`config.mk`:
```
export PLATFORM = sky130hd
export DESIGN_NAME = bcoe_modulo
export DESIGN_NICKNAME = d
export VERILOG_FILES = /design/src/rtl/bcoe_pkg.sv /design/src/rtl/bcoe_modulo.sv
export SDC_FILE = /design/constraint.sdc
export NUM_CORES = 1
export LEC_CHECK = 0
export ABC_AREA = 1
export BUFFER_PORTS_ARGS = -buffer_cell sky130_fd_sc_hd__buf_4
export CORE_UTILIZATION = 25
export DETAILED_ROUTE_END_ITERATION = 8
export PLACE_DENSITY = 0.44
export SLEW_MARGIN = 20
export SYNTH_ARGS = -nofsm -noshare
export SYNTH_HDL_FRONTEND = slang
export SYNTH_SLANG_ARGS = --single-unit
```
`constraint.sdc`:
```
create_clock -name i_clk -period 2.35 [get_ports i_clk]
set_clock_uncertainty 0.1 [all_clocks]
set_input_delay 0 -clock i_clk [delete_from_list [all_inputs] [get_ports i_clk]]
set_output_delay 0 -clock i_clk [all_outputs]
set_load 0.005 [all_outputs]
```
`src/rtl/bcoe_pkg.sv`:
```
// Shared types and constants for the book cipher occurrence encoder.
// Used by the top level, the modulo unit and the testbench; depends on nothing.
package bcoe_pkg;

    localparam int KEY_CHARS  = 16384;
    localparam int KEY_WORDS  = 4096;
    localparam int KEY_ADDR_W = $clog2(KEY_CHARS);
    localparam int LEN_W      = KEY_ADDR_W + 1;
    localparam int WCNT_W     = $clog2(KEY_WORDS) + 1;
    localparam int ENTRY_W    = 9;
    localparam int RAND_W     = 15;
    localparam int DIV_W      = LEN_W;

    localparam logic [1:0] MODE_CLEAR  = 2'd0;
    localparam logic [1:0] MODE_LOAD   = 2'd1;
    localparam logic [1:0] MODE_ENCODE = 2'd2;

    localparam logic [2:0] ST_STORED    = 3'd0;
    localparam logic [2:0] ST_FULL      = 3'd1;
    localparam logic [2:0] ST_SPACE     = 3'd2;
    localparam logic [2:0] ST_NOT_FOUND = 3'd3;
    localparam logic [2:0] ST_FOUND     = 3'd4;
    localparam logic [2:0] ST_NUL       = 3'd5;
    localparam logic [2:0] ST_CLEARED   = 3'd6;

    localparam logic [7:0] CH_NUL      = 8'h00;
    localparam logic [7:0] CH_NEWLINE  = 8'h0A;
    localparam logic [7:0] CH_SPACE    = 8'h20;
    localparam logic [7:0] CH_UPPER_A  = 8'h41;
    localparam logic [7:0] CH_UPPER_Z  = 8'h5A;
    localparam logic [7:0] CASE_OFFSET = 8'h20;

    localparam logic [7:0] MAX_PICK_RESET = 8'd9;

    typedef struct packed {
        logic [1:0]        mode;
        logic [7:0]        char_code;
        logic              ends_word;
        logic [RAND_W-1:0] rand_first;
        logic [RAND_W-1:0] rand_retry;
    } t_in_item;

    typedef struct packed {
        logic [2:0]  status;
        logic [11:0] word_index;
        logic [13:0] char_index;
    } t_out_item;

    typedef struct packed {
        logic             start;
        logic [DIV_W-1:0] dividend;
        logic [DIV_W-1:0] divisor;
    } t_mod_req;

    typedef struct packed {
        logic             done;
        logic [DIV_W-1:0] remainder;
    } t_mod_rsp;

    typedef enum logic [2:0] {
        S_IDLE = 3'b001,
        S_MOD  = 3'b010,
        S_WALK = 3'b100
    } t_state;

endpackage

```
`src/rtl/bcoe_modulo.sv`:
```
// Iterative restoring modulo unit, one dividend bit per cycle.
// Depends on bcoe_pkg for widths and the request and response structs.
module bcoe_modulo (
    input  logic                i_clk,
    input  logic                i_rst_n,
    input  bcoe_pkg::t_mod_req  i_req,
    output bcoe_pkg::t_mod_rsp  o_rsp
);

    localparam int CNT_W = $clog2(bcoe_pkg::DIV_W);

    logic                         r_run;
    logic                         n_run;
    logic                         r_done;
    logic                         n_done;
    logic [CNT_W-1:0]             r_cnt;
    logic [CNT_W-1:0]             n_cnt;
    logic [bcoe_pkg::DIV_W:0]     r_rem;
    logic [bcoe_pkg::DIV_W:0]     n_rem;
    logic [bcoe_pkg::DIV_W-1:0]   r_dvd;
    logic [bcoe_pkg::DIV_W-1:0]   n_dvd;
    logic [bcoe_pkg::DIV_W-1:0]   r_dvs;
    logic [bcoe_pkg::DIV_W-1:0]   n_dvs;
    logic [bcoe_pkg::DIV_W:0]     shifted;

    always_comb begin
        n_run   = r_run;
        n_done  = 1'b0;
        n_cnt   = r_cnt;
        n_rem   = r_rem;
        n_dvd   = r_dvd;
        n_dvs   = r_dvs;
        shifted = {r_rem[bcoe_pkg::DIV_W-1:0], r_dvd[bcoe_pkg::DIV_W-1]};
        if (i_req.start) begin
            n_run = 1'b1;
            n_cnt = '0;
            n_rem = '0;
            n_dvd = i_req.dividend;
            n_dvs = i_req.divisor;
        end else if (r_run) begin
            n_dvd = {r_dvd[bcoe_pkg::DIV_W-2:0], 1'b0};
            if (shifted >= {1'b0, r_dvs}) begin
                n_rem = shifted - {1'b0, r_dvs};
            end else begin
                n_rem = shifted;
            end
            n_cnt = r_cnt + 1'b1;
            if (r_cnt == CNT_W'(bcoe_pkg::DIV_W - 1)) begin
                n_run  = 1'b0;
                n_done = 1'b1;
            end
        end
    end

    always_ff @(posedge i_clk) begin
        if (!i_rst_n) begin
            r_run  <= 1'b0;
            r_done <= 1'b0;
        end else begin
            r_run  <= n_run;
            r_done <= n_done;
        end
    end

    always_ff @(posedge i_clk) begin
        r_cnt <= n_cnt;
        r_rem <= n_rem;
        r_dvd <= n_dvd;
        r_dvs <= n_dvs;
    end

    assign o_rsp.done      = r_done;
    assign o_rsp.remainder = r_rem[bcoe_pkg::DIV_W-1:0];

endmodule

```
==> results of run 1 <==
==> report_power, final <==
group	internal (µW)	leakage [µW]	switching (µW)
logic	142	0.00157	169
registers	1010	0.000471	20.2
clock network	509	0.0000844	359
==> cell type report <==
type / instances / area (µm²) / share of cell area, %
well taps: 168 / 210.2 / 5.034
repair buffers: 84 / 720.7 / 17.26
inverters: 72 / 270.3 / 6.473
clock buffers: 5 / 125.1 / 2.997
clock inverters: 3 / 47.55 / 1.139
flip-flops and latches: 51 / 1321 / 31.65
multi-input cells: 281 / 1480 / 35.45
==> critical path: cells and delay by family, from the launching register on <==
kind | cells | cell delay (ns)
fa+ha+maj | 2 | 0.63
buf+inv | 3 | 0.33
flops | 1 | 0.38
simple gates | 9 | 0.63
==> synth_stat cells, types with 4 or more instances <==
library cell    n
nand2_2         8
nor2_1         15
inv_1          67
nand3b_1        5
o21ai_0         4
o21ai_1         4
a21oi_1         8
nand3_1        39
inv_2           4
nand3_2         6
nand4_1         4
nand2_1       151
dfxtp_1        21
edfxtp_1       30
ha_1           17
==> layer usage <==
metal  global-route usage (%)  vias up  share of wire (%)
met5                        0        -                  0
met4                    3.810        0                1.4
met3                    2.382        9                4.7
met2                    22.02       61                 47
met1                    16.95     1258                 47
li1                         -     1465                  -
==> worst max-delay path by stage <==
| stage | from | to | slack (ns) | cells past startpoint |
|---|---|---|---|---|
| detailed placement | r_dvs[0] | r_rem[0] | 0.23 | 12 |
| CTS | r_dvd[14] | r_rem[14] | 0.22 | 15 |
| floorplan | r_dvd[14] | r_rem[14] | 0.37 | 14 |
| finish | r_dvs[0] | r_rem[14] | 0.22 | 14 |
| global placement | r_dvd[14] | r_rem[0] | 0.29 | 13 |
| global route | r_dvd[14] | r_rem[13] | 0.008 | 15 |
==> through the flow <==
stage	cell area, µm²	worst slack [ns]	hold slack, ns
global placement	3692	0.2852	0.07834
detailed placement	3692	0.2321	0.07988
floorplan	3143	0.3718	-0.001131
CTS	4175	0.2199	0.03700
finish	4175	0.2183	0.03104
global route	4175	0.007826	0.04809
==> registers in the layout (all words and copies together) (netlist names) <==
signal  cells
r_run       1
r_dvs      15
r_dvd      15
r_done      1
r_rem      15
r_cnt       4
==> logic make-up (layout without fill, tap and decap cells) <==
logic type / count (synthesis) / count (layout)
buffers and inverters: 81 / 164
flip-flops: 51 / 51
AO/OA/AOI/OAI: 20 / 20
XOR/XNOR: 6 / 6
adder cells (fa/ha/maj): 18 / 18
AND/OR/NAND/NOR: 237 / 237
==> what timing repair did <==
action / 4_1_cts / 5_1_grt
endpoints found under the hold margin: 32 / 0
hold buffers: 31 / 0
buffers inserted: 0 / 0
==> placed cells by master (no fill, tap or decap), types with 4 or more instances in the layout <==
cell / n
nand3b_1: 5
nand4_1: 4
inv_1: 67
a21oi_1: 8
nand3_1: 39
inv_2: 4
edfxtp_1: 30
o21ai_1: 4
buf_4: 52
nand2_2: 8
ha_1: 17
nor2_1: 15
nand2_1: 151
nand3_2: 6
o21ai_0: 4
clkbuf_16: 5
dlygate4sd3_1: 31
dfxtp_1: 21
==> flow_metrics.py, run 1 <==
metrics = {
    "status": {
        "status": "complete, no violations",
    },
    "placement": {
        "gp_congestion": 0.9232,
        "io_buffers": 48,
        "hpwl_um": 5884,
        "dp.cells": 625,
    },
    "route": {
        "vias_per_cell": 4.206,
        "drc": 0,
        "wl_per_cell_um": 11.84,
        "firstDrtPassIters": 4,
        "dr.first_iter.drc_count": 159,
        "wl_um": 7860,
        "num_vias": 2793,
        "ant_nets": 0,
    },
    "grt": {
        "antenna_found_initial": 0,
        "grtUsageTotal_pct": 13.03,
        "grt_max_degree": 31,
        "overflow": 0,
        "grt_pass1_wl_um": 13260,
        "grt_pass1_vias": 2758,
    },
    "yosys": {
        "synthSimpleGateAreaFrac_pct": 34.43,
        "synthTopCellsByArea": "edfxtp_1, nand2_1, dfxtp_1, inv_1, ha_1",
        "syn_area_per_cell_um2": 7.610,
        "synth_cells": 413,
        "yosys_warnings": 0,
        "ys_seq_elements": 51,
        "syn-num-nets": 464,
        "ys_seq_area_share_pct": 42.04,
        "yosysTopAreaCellShare_pct": 28.66,
        "async_flop_share_pct": 0,
        "synthAdderAreaFrac_pct": 7.404,
        "synth_area_um2": 3143,
        "synth_xor_area_share_pct": 1.672,
        "synthMuxAreaShare_pct": 0,
        "synth_cell_type_count": 34,
        "synth_compound_area_share_pct": 3.583,
        "synth_area_leader_cell": "edfxtp_1",
        "synth_edf_count": 30,
        "synthFlopType": "edfxtp_1",
        "synth_top_family_by_area": "simple AND/OR/NAND/NOR gates",
    },
    "clocking": {
        "path_clk_slew_ns": 0.07,
        "clockBufferDepth": 2,
        "clock_latency_ns": 0.30,
        "root_buffer": "clkbuf_16",
        "cts_tree": "done",
        "ctsResizeCount": 0,
        "htree_levels": 2,
        "cts_buffers": 5,
        "cts.sinks": 51,
    },
    "pwr": {
        "p_per_area_nw_per_um2": 528.3,
        "vdd_drop_max_mv": 0.3096,
        "leakagePower_uw": 0.002130,
        "total_power_uw": 2206,
    },
    "worst_setup_path": {
        "r2r_cells": 14,
        "crit_top_cell": "nand2_1",
        "reg2reg_slack_ns": 0.22,
        "required_ns": 2.49,
        "crit_path_cell_trace": "ha_1 -> fa_1 -> inv_1 -> nand2_1 -> nand2_1 -> nand3_2 -> nand3_2 -> nand2_4 -> buf_12 -> nand3_1 -> nand2_1 -> inv_1 -> nand2_1 -> nand2_1",
        "crit_arrival_ns": 2.27,
        "r2r_end": "r_rem[14]",
        "slowest_delay_ns": 0.41,
        "r2r_start": "r_dvs[0]",
        "endpoint_kind": "flip-flop",
        "cp_slowest_cell": "fa_1",
        "worst_setup_path_start_kind": "flip-flop",
        "path_class": "flip-flop to flip-flop",
        "crit_fanout": 13,
    },
    "cells_and_area": {
        "layout.cells.non_filler": 664,
        "nets": 546,
        "diodes": 0,
        "synthToLayoutAreaGrowth_pct": 32.84,
        "drive_gt1_share_pct": 17.74,
        "final_core_util_pct": 34.47,
        "n_fill_cell": 1327,
    },
    "run": {
        "cap_violations": 0,
    },
    "sta": {
        "period_minus_slack_ns": 2.132,
        "drv_slew": 0,
        "fin_crit_sh_pct": 90.71,
        "rsz0062_at_grt": "false",
        "hold_viol_final": 0,
        "max_freq_ghz": 0.4691,
        "worst_pin_slew_ns": 0.8089,
        "final.setup.tns_ns": 0,
        "setup_viol": 0,
        "slew_headroom_pct": 45.87,
    },
    "floorplan": {
        "fp.dieW_um": 114.1,
        "core_um2": 12110,
        "io_pins": 49,
        "die-area_um2": 13020,
        "start_util_pct": 25.95,
        "rows": 40,
        "die_y_um": 114.1,
    },
    "worst_hold_path": {
        "hold_path.class": "input port to flip-flop",
        "min_to": "r_done",
        "hold_path_depth": 4,
        "hold_start": "i_req[30]",
    },
}
(Power assumes the default switching activity.)
==> inputs of run 2 (changes only) <==
==> constraint.sdc (replaced) <==
create_clock -name i_clk -period 2.65 [get_ports i_clk]
set_clock_uncertainty 0.1 [all_clocks]
set_input_delay 0 -clock i_clk [delete_from_list [all_inputs] [get_ports i_clk]]
set_output_delay 0 -clock i_clk [all_outputs]
set_load 0.005 [all_outputs]
==> run 2 against run 1 <==
  * Largest cell class unchanged
  * Worst hold slack better by 0.052 ns
  * Count of clock-buffer cells in the layout rose by 2
  * Die area did not move
==> flow_metrics.py, run 2 (same netlist as run 1, synthesis figures left out) <==
metrics = {
    "route": {
        "firstDrtPassIters": 4,
        "num_vias": 2782,
        "vias_per_cell": 4.202,
        "wl_per_cell_um": 12.12,
        "dr.first_iter.drc_count": 82,
        "wl_um": 8024,
        "ant_nets": 0,
        "drc": 0,
    },
    "grt": {
        "antenna_found_initial": 0,
        "grtUsageMet2_pct": 23.11,
        "use_met1_pct": 16.75,
        "grt_pass1_vias": 2869,
        "grt_pass1_wl_um": 13690,
        "grtUsageTotal_pct": 13.64,
        "busiest_layer": "met2",
        "grt_max_degree": 32,
        "overflow": 0,
        "grt_util_met3_pct": 2.700,
    },
    "cells_and_area": {
        "nets": 544,
        "diodes": 0,
        "final_core_util_pct": 34.07,
        "synthToLayoutAreaGrowth_pct": 31.29,
        "drive_gt1_share_pct": 17.21,
        "top_regs": "r_dvd: 15 flops, r_dvs: 15 flops, r_rem: 15 flops",
        "final_cell_mix": "nand2_1, inv_1, buf_4",
        "layout_commonest_cell": "nand2_1",
        "n_fill_cell": 1334,
    },
    "sta": {
        "max_freq_ghz": 0.4318,
        "worst_pin_slew_ns": 0.7778,
        "slew_headroom_pct": 47.96,
        "rsz0062_at_grt": "false",
        "period_minus_slack_ns": 2.316,
        "setup_viol": 0,
        "hold_viol_final": 0,
        "drv_slew": 0,
        "fin_crit_sh_pct": 87.38,
        "final.setup.tns_ns": 0,
    },
    "clocking": {
        "htree_levels": 2,
        "clock_latency_ns": 0.30,
        "cts_setup_buffers": 0,
        "clockBufferDepth": 2,
        "cts_buffers": 5,
        "ctsResizeCount": 0,
        "cts_hold_buf": 31,
        "cts_tree": "done",
        "root_buffer": "clkbuf_16",
        "cts.sinks": 51,
        "path_clk_slew_ns": 0.07,
    },
    "worst_setup_path": {
        "reg2reg_slack_ns": 0.33,
        "worst_setup_path_start_kind": "flip-flop",
        "cp_slowest_cell": "fa_1",
        "r2r_start": "r_dvs[0]",
        "crit_end": "r_rem[0]",
        "r2r_end": "r_rem[0]",
        "crit_arrival_ns": 2.37,
        "startpoint": "r_dvs[0]",
        "r2r_cells": 12,
        "slowest_delay_ns": 0.41,
        "crit_path_cell_trace": "ha_1 -> fa_1 -> inv_1 -> nand2_1 -> nand2_1 -> nand3_2 -> nand3_2 -> nand2_4 -> nand2_8 -> nand2_1 -> nand3_1 -> o21ai_0",
        "endpoint_kind": "flip-flop",
        "crit_fanout": 16,
        "required_ns": 2.71,
        "crit_top_cell": "nand2_1",
        "path_class": "flip-flop to flip-flop",
    },
    "run": {
        "cap_violations": 0,
    },
    "floorplan": {
        "rows": 40,
        "die-area_um2": 13020,
        "core_um2": 12110,
        "io_pins": 49,
        "die_y_um": 114.1,
        "fp.dieW_um": 114.1,
        "start_util_pct": 25.95,
    },
    "pwr": {
        "p_sw_uw": 469.9,
        "leakagePower_uw": 0.002103,
        "p_sw_share_pct": 25.16,
        "p_int_uw": 1398,
        "p_comb_share_pct": 14.7,
        "seq_power_share_pct": 48.9,
        "vdd_drop_max_mv": 0.2480,
        "p_clk_share_pct": 36.4,
        "p_per_area_nw_per_um2": 452.7,
    },
    "placement": {
        "gp_congestion": 0.8138,
        "hpwl_um": 5924,
        "io_buffers": 48,
    },
    "worst_hold_path": {
        "hold_path.class": "input port to flip-flop",
    },
    "status": {
        "status": "complete, no violations",
    },
}
[run 2: cell count changes in the layout (fill, tap and decap cells not counted)]
cell	delta
buf_12	-1
buf_4	-1
bufinv_16	-1
clkbuf_1	+1
clkbuf_8	+1
inv_6	-1
[run 2: worst min-delay path by stage]
stage,start,end,slack [ns],cells after the start
after floorplan,i_req[0],r_dvs[0],-0.001,0
after global placement,i_req[12],r_dvs[12],0.08,1
after detailed placement,i_req[4],r_dvs[4],0.08,1
after CTS,i_req[30],r_rem[6],0.09,4
after global routing,i_req[30],r_rem[5],0.14,4
final,i_req[30],r_rem[7],0.08,4
[run 2: final cells by class]
cell class,count,area [µm²],area share (%)
clock buffer,7,142.6,3.457
timing repair buffer,82,693.2,16.80
sequential,51,1321,32.02
clock inverter,1,8.758,0.2122
tap,168,210.2,5.094
inverter,72,270.3,6.549
multi-input combinational,281,1480,35.87
[run 2: power groups by stage]
stage / logic, µW / clock network, µW / registers, µW
2_1_floorplan: 152 / 0 / 925
6_report: 275 / 680 / 913
4_1_cts: 279 / 708 / 914
5_1_grt: 312 / 729 / 919
3_5_place_dp: 242 / 0 / 931
3_3_place_gp: 240 / 0 / 929
[run 2: per-layer routing]
layer	wire, µm	share of wire [%]
met5	0	0
met4	155	1.9
met3	284	3.5
met2	3849	48
met1	3734	47
[run 2: worst max-delay path: cells and delay by family, from the launching register on]
family                   cells  cell delay [ns]
buffers and inverters        1             0.13
flip-flops                   1             0.38
adder cells (fa/ha/maj)      2             0.63
AO/OA/AOI/OAI                1             0.09
AND/OR/NAND/NOR              8             0.85
[run 2: per-stage QoR]
stage	cell area (µm²)	std cells	hold slack (ns)	power [µW]	worst slack (ns)
final	4126	662	0.08314	1868	0.3343
after floorplan	3143	413	-0.001131	1077	0.6718
after CTS	4126	662	0.08971	1900	0.3105
after detailed placement	3665	623	0.08017	1174	0.3365
after global placement	3665	623	0.07815	1170	0.3649
after global routing	4126	662	0.1352	1961	0.09184
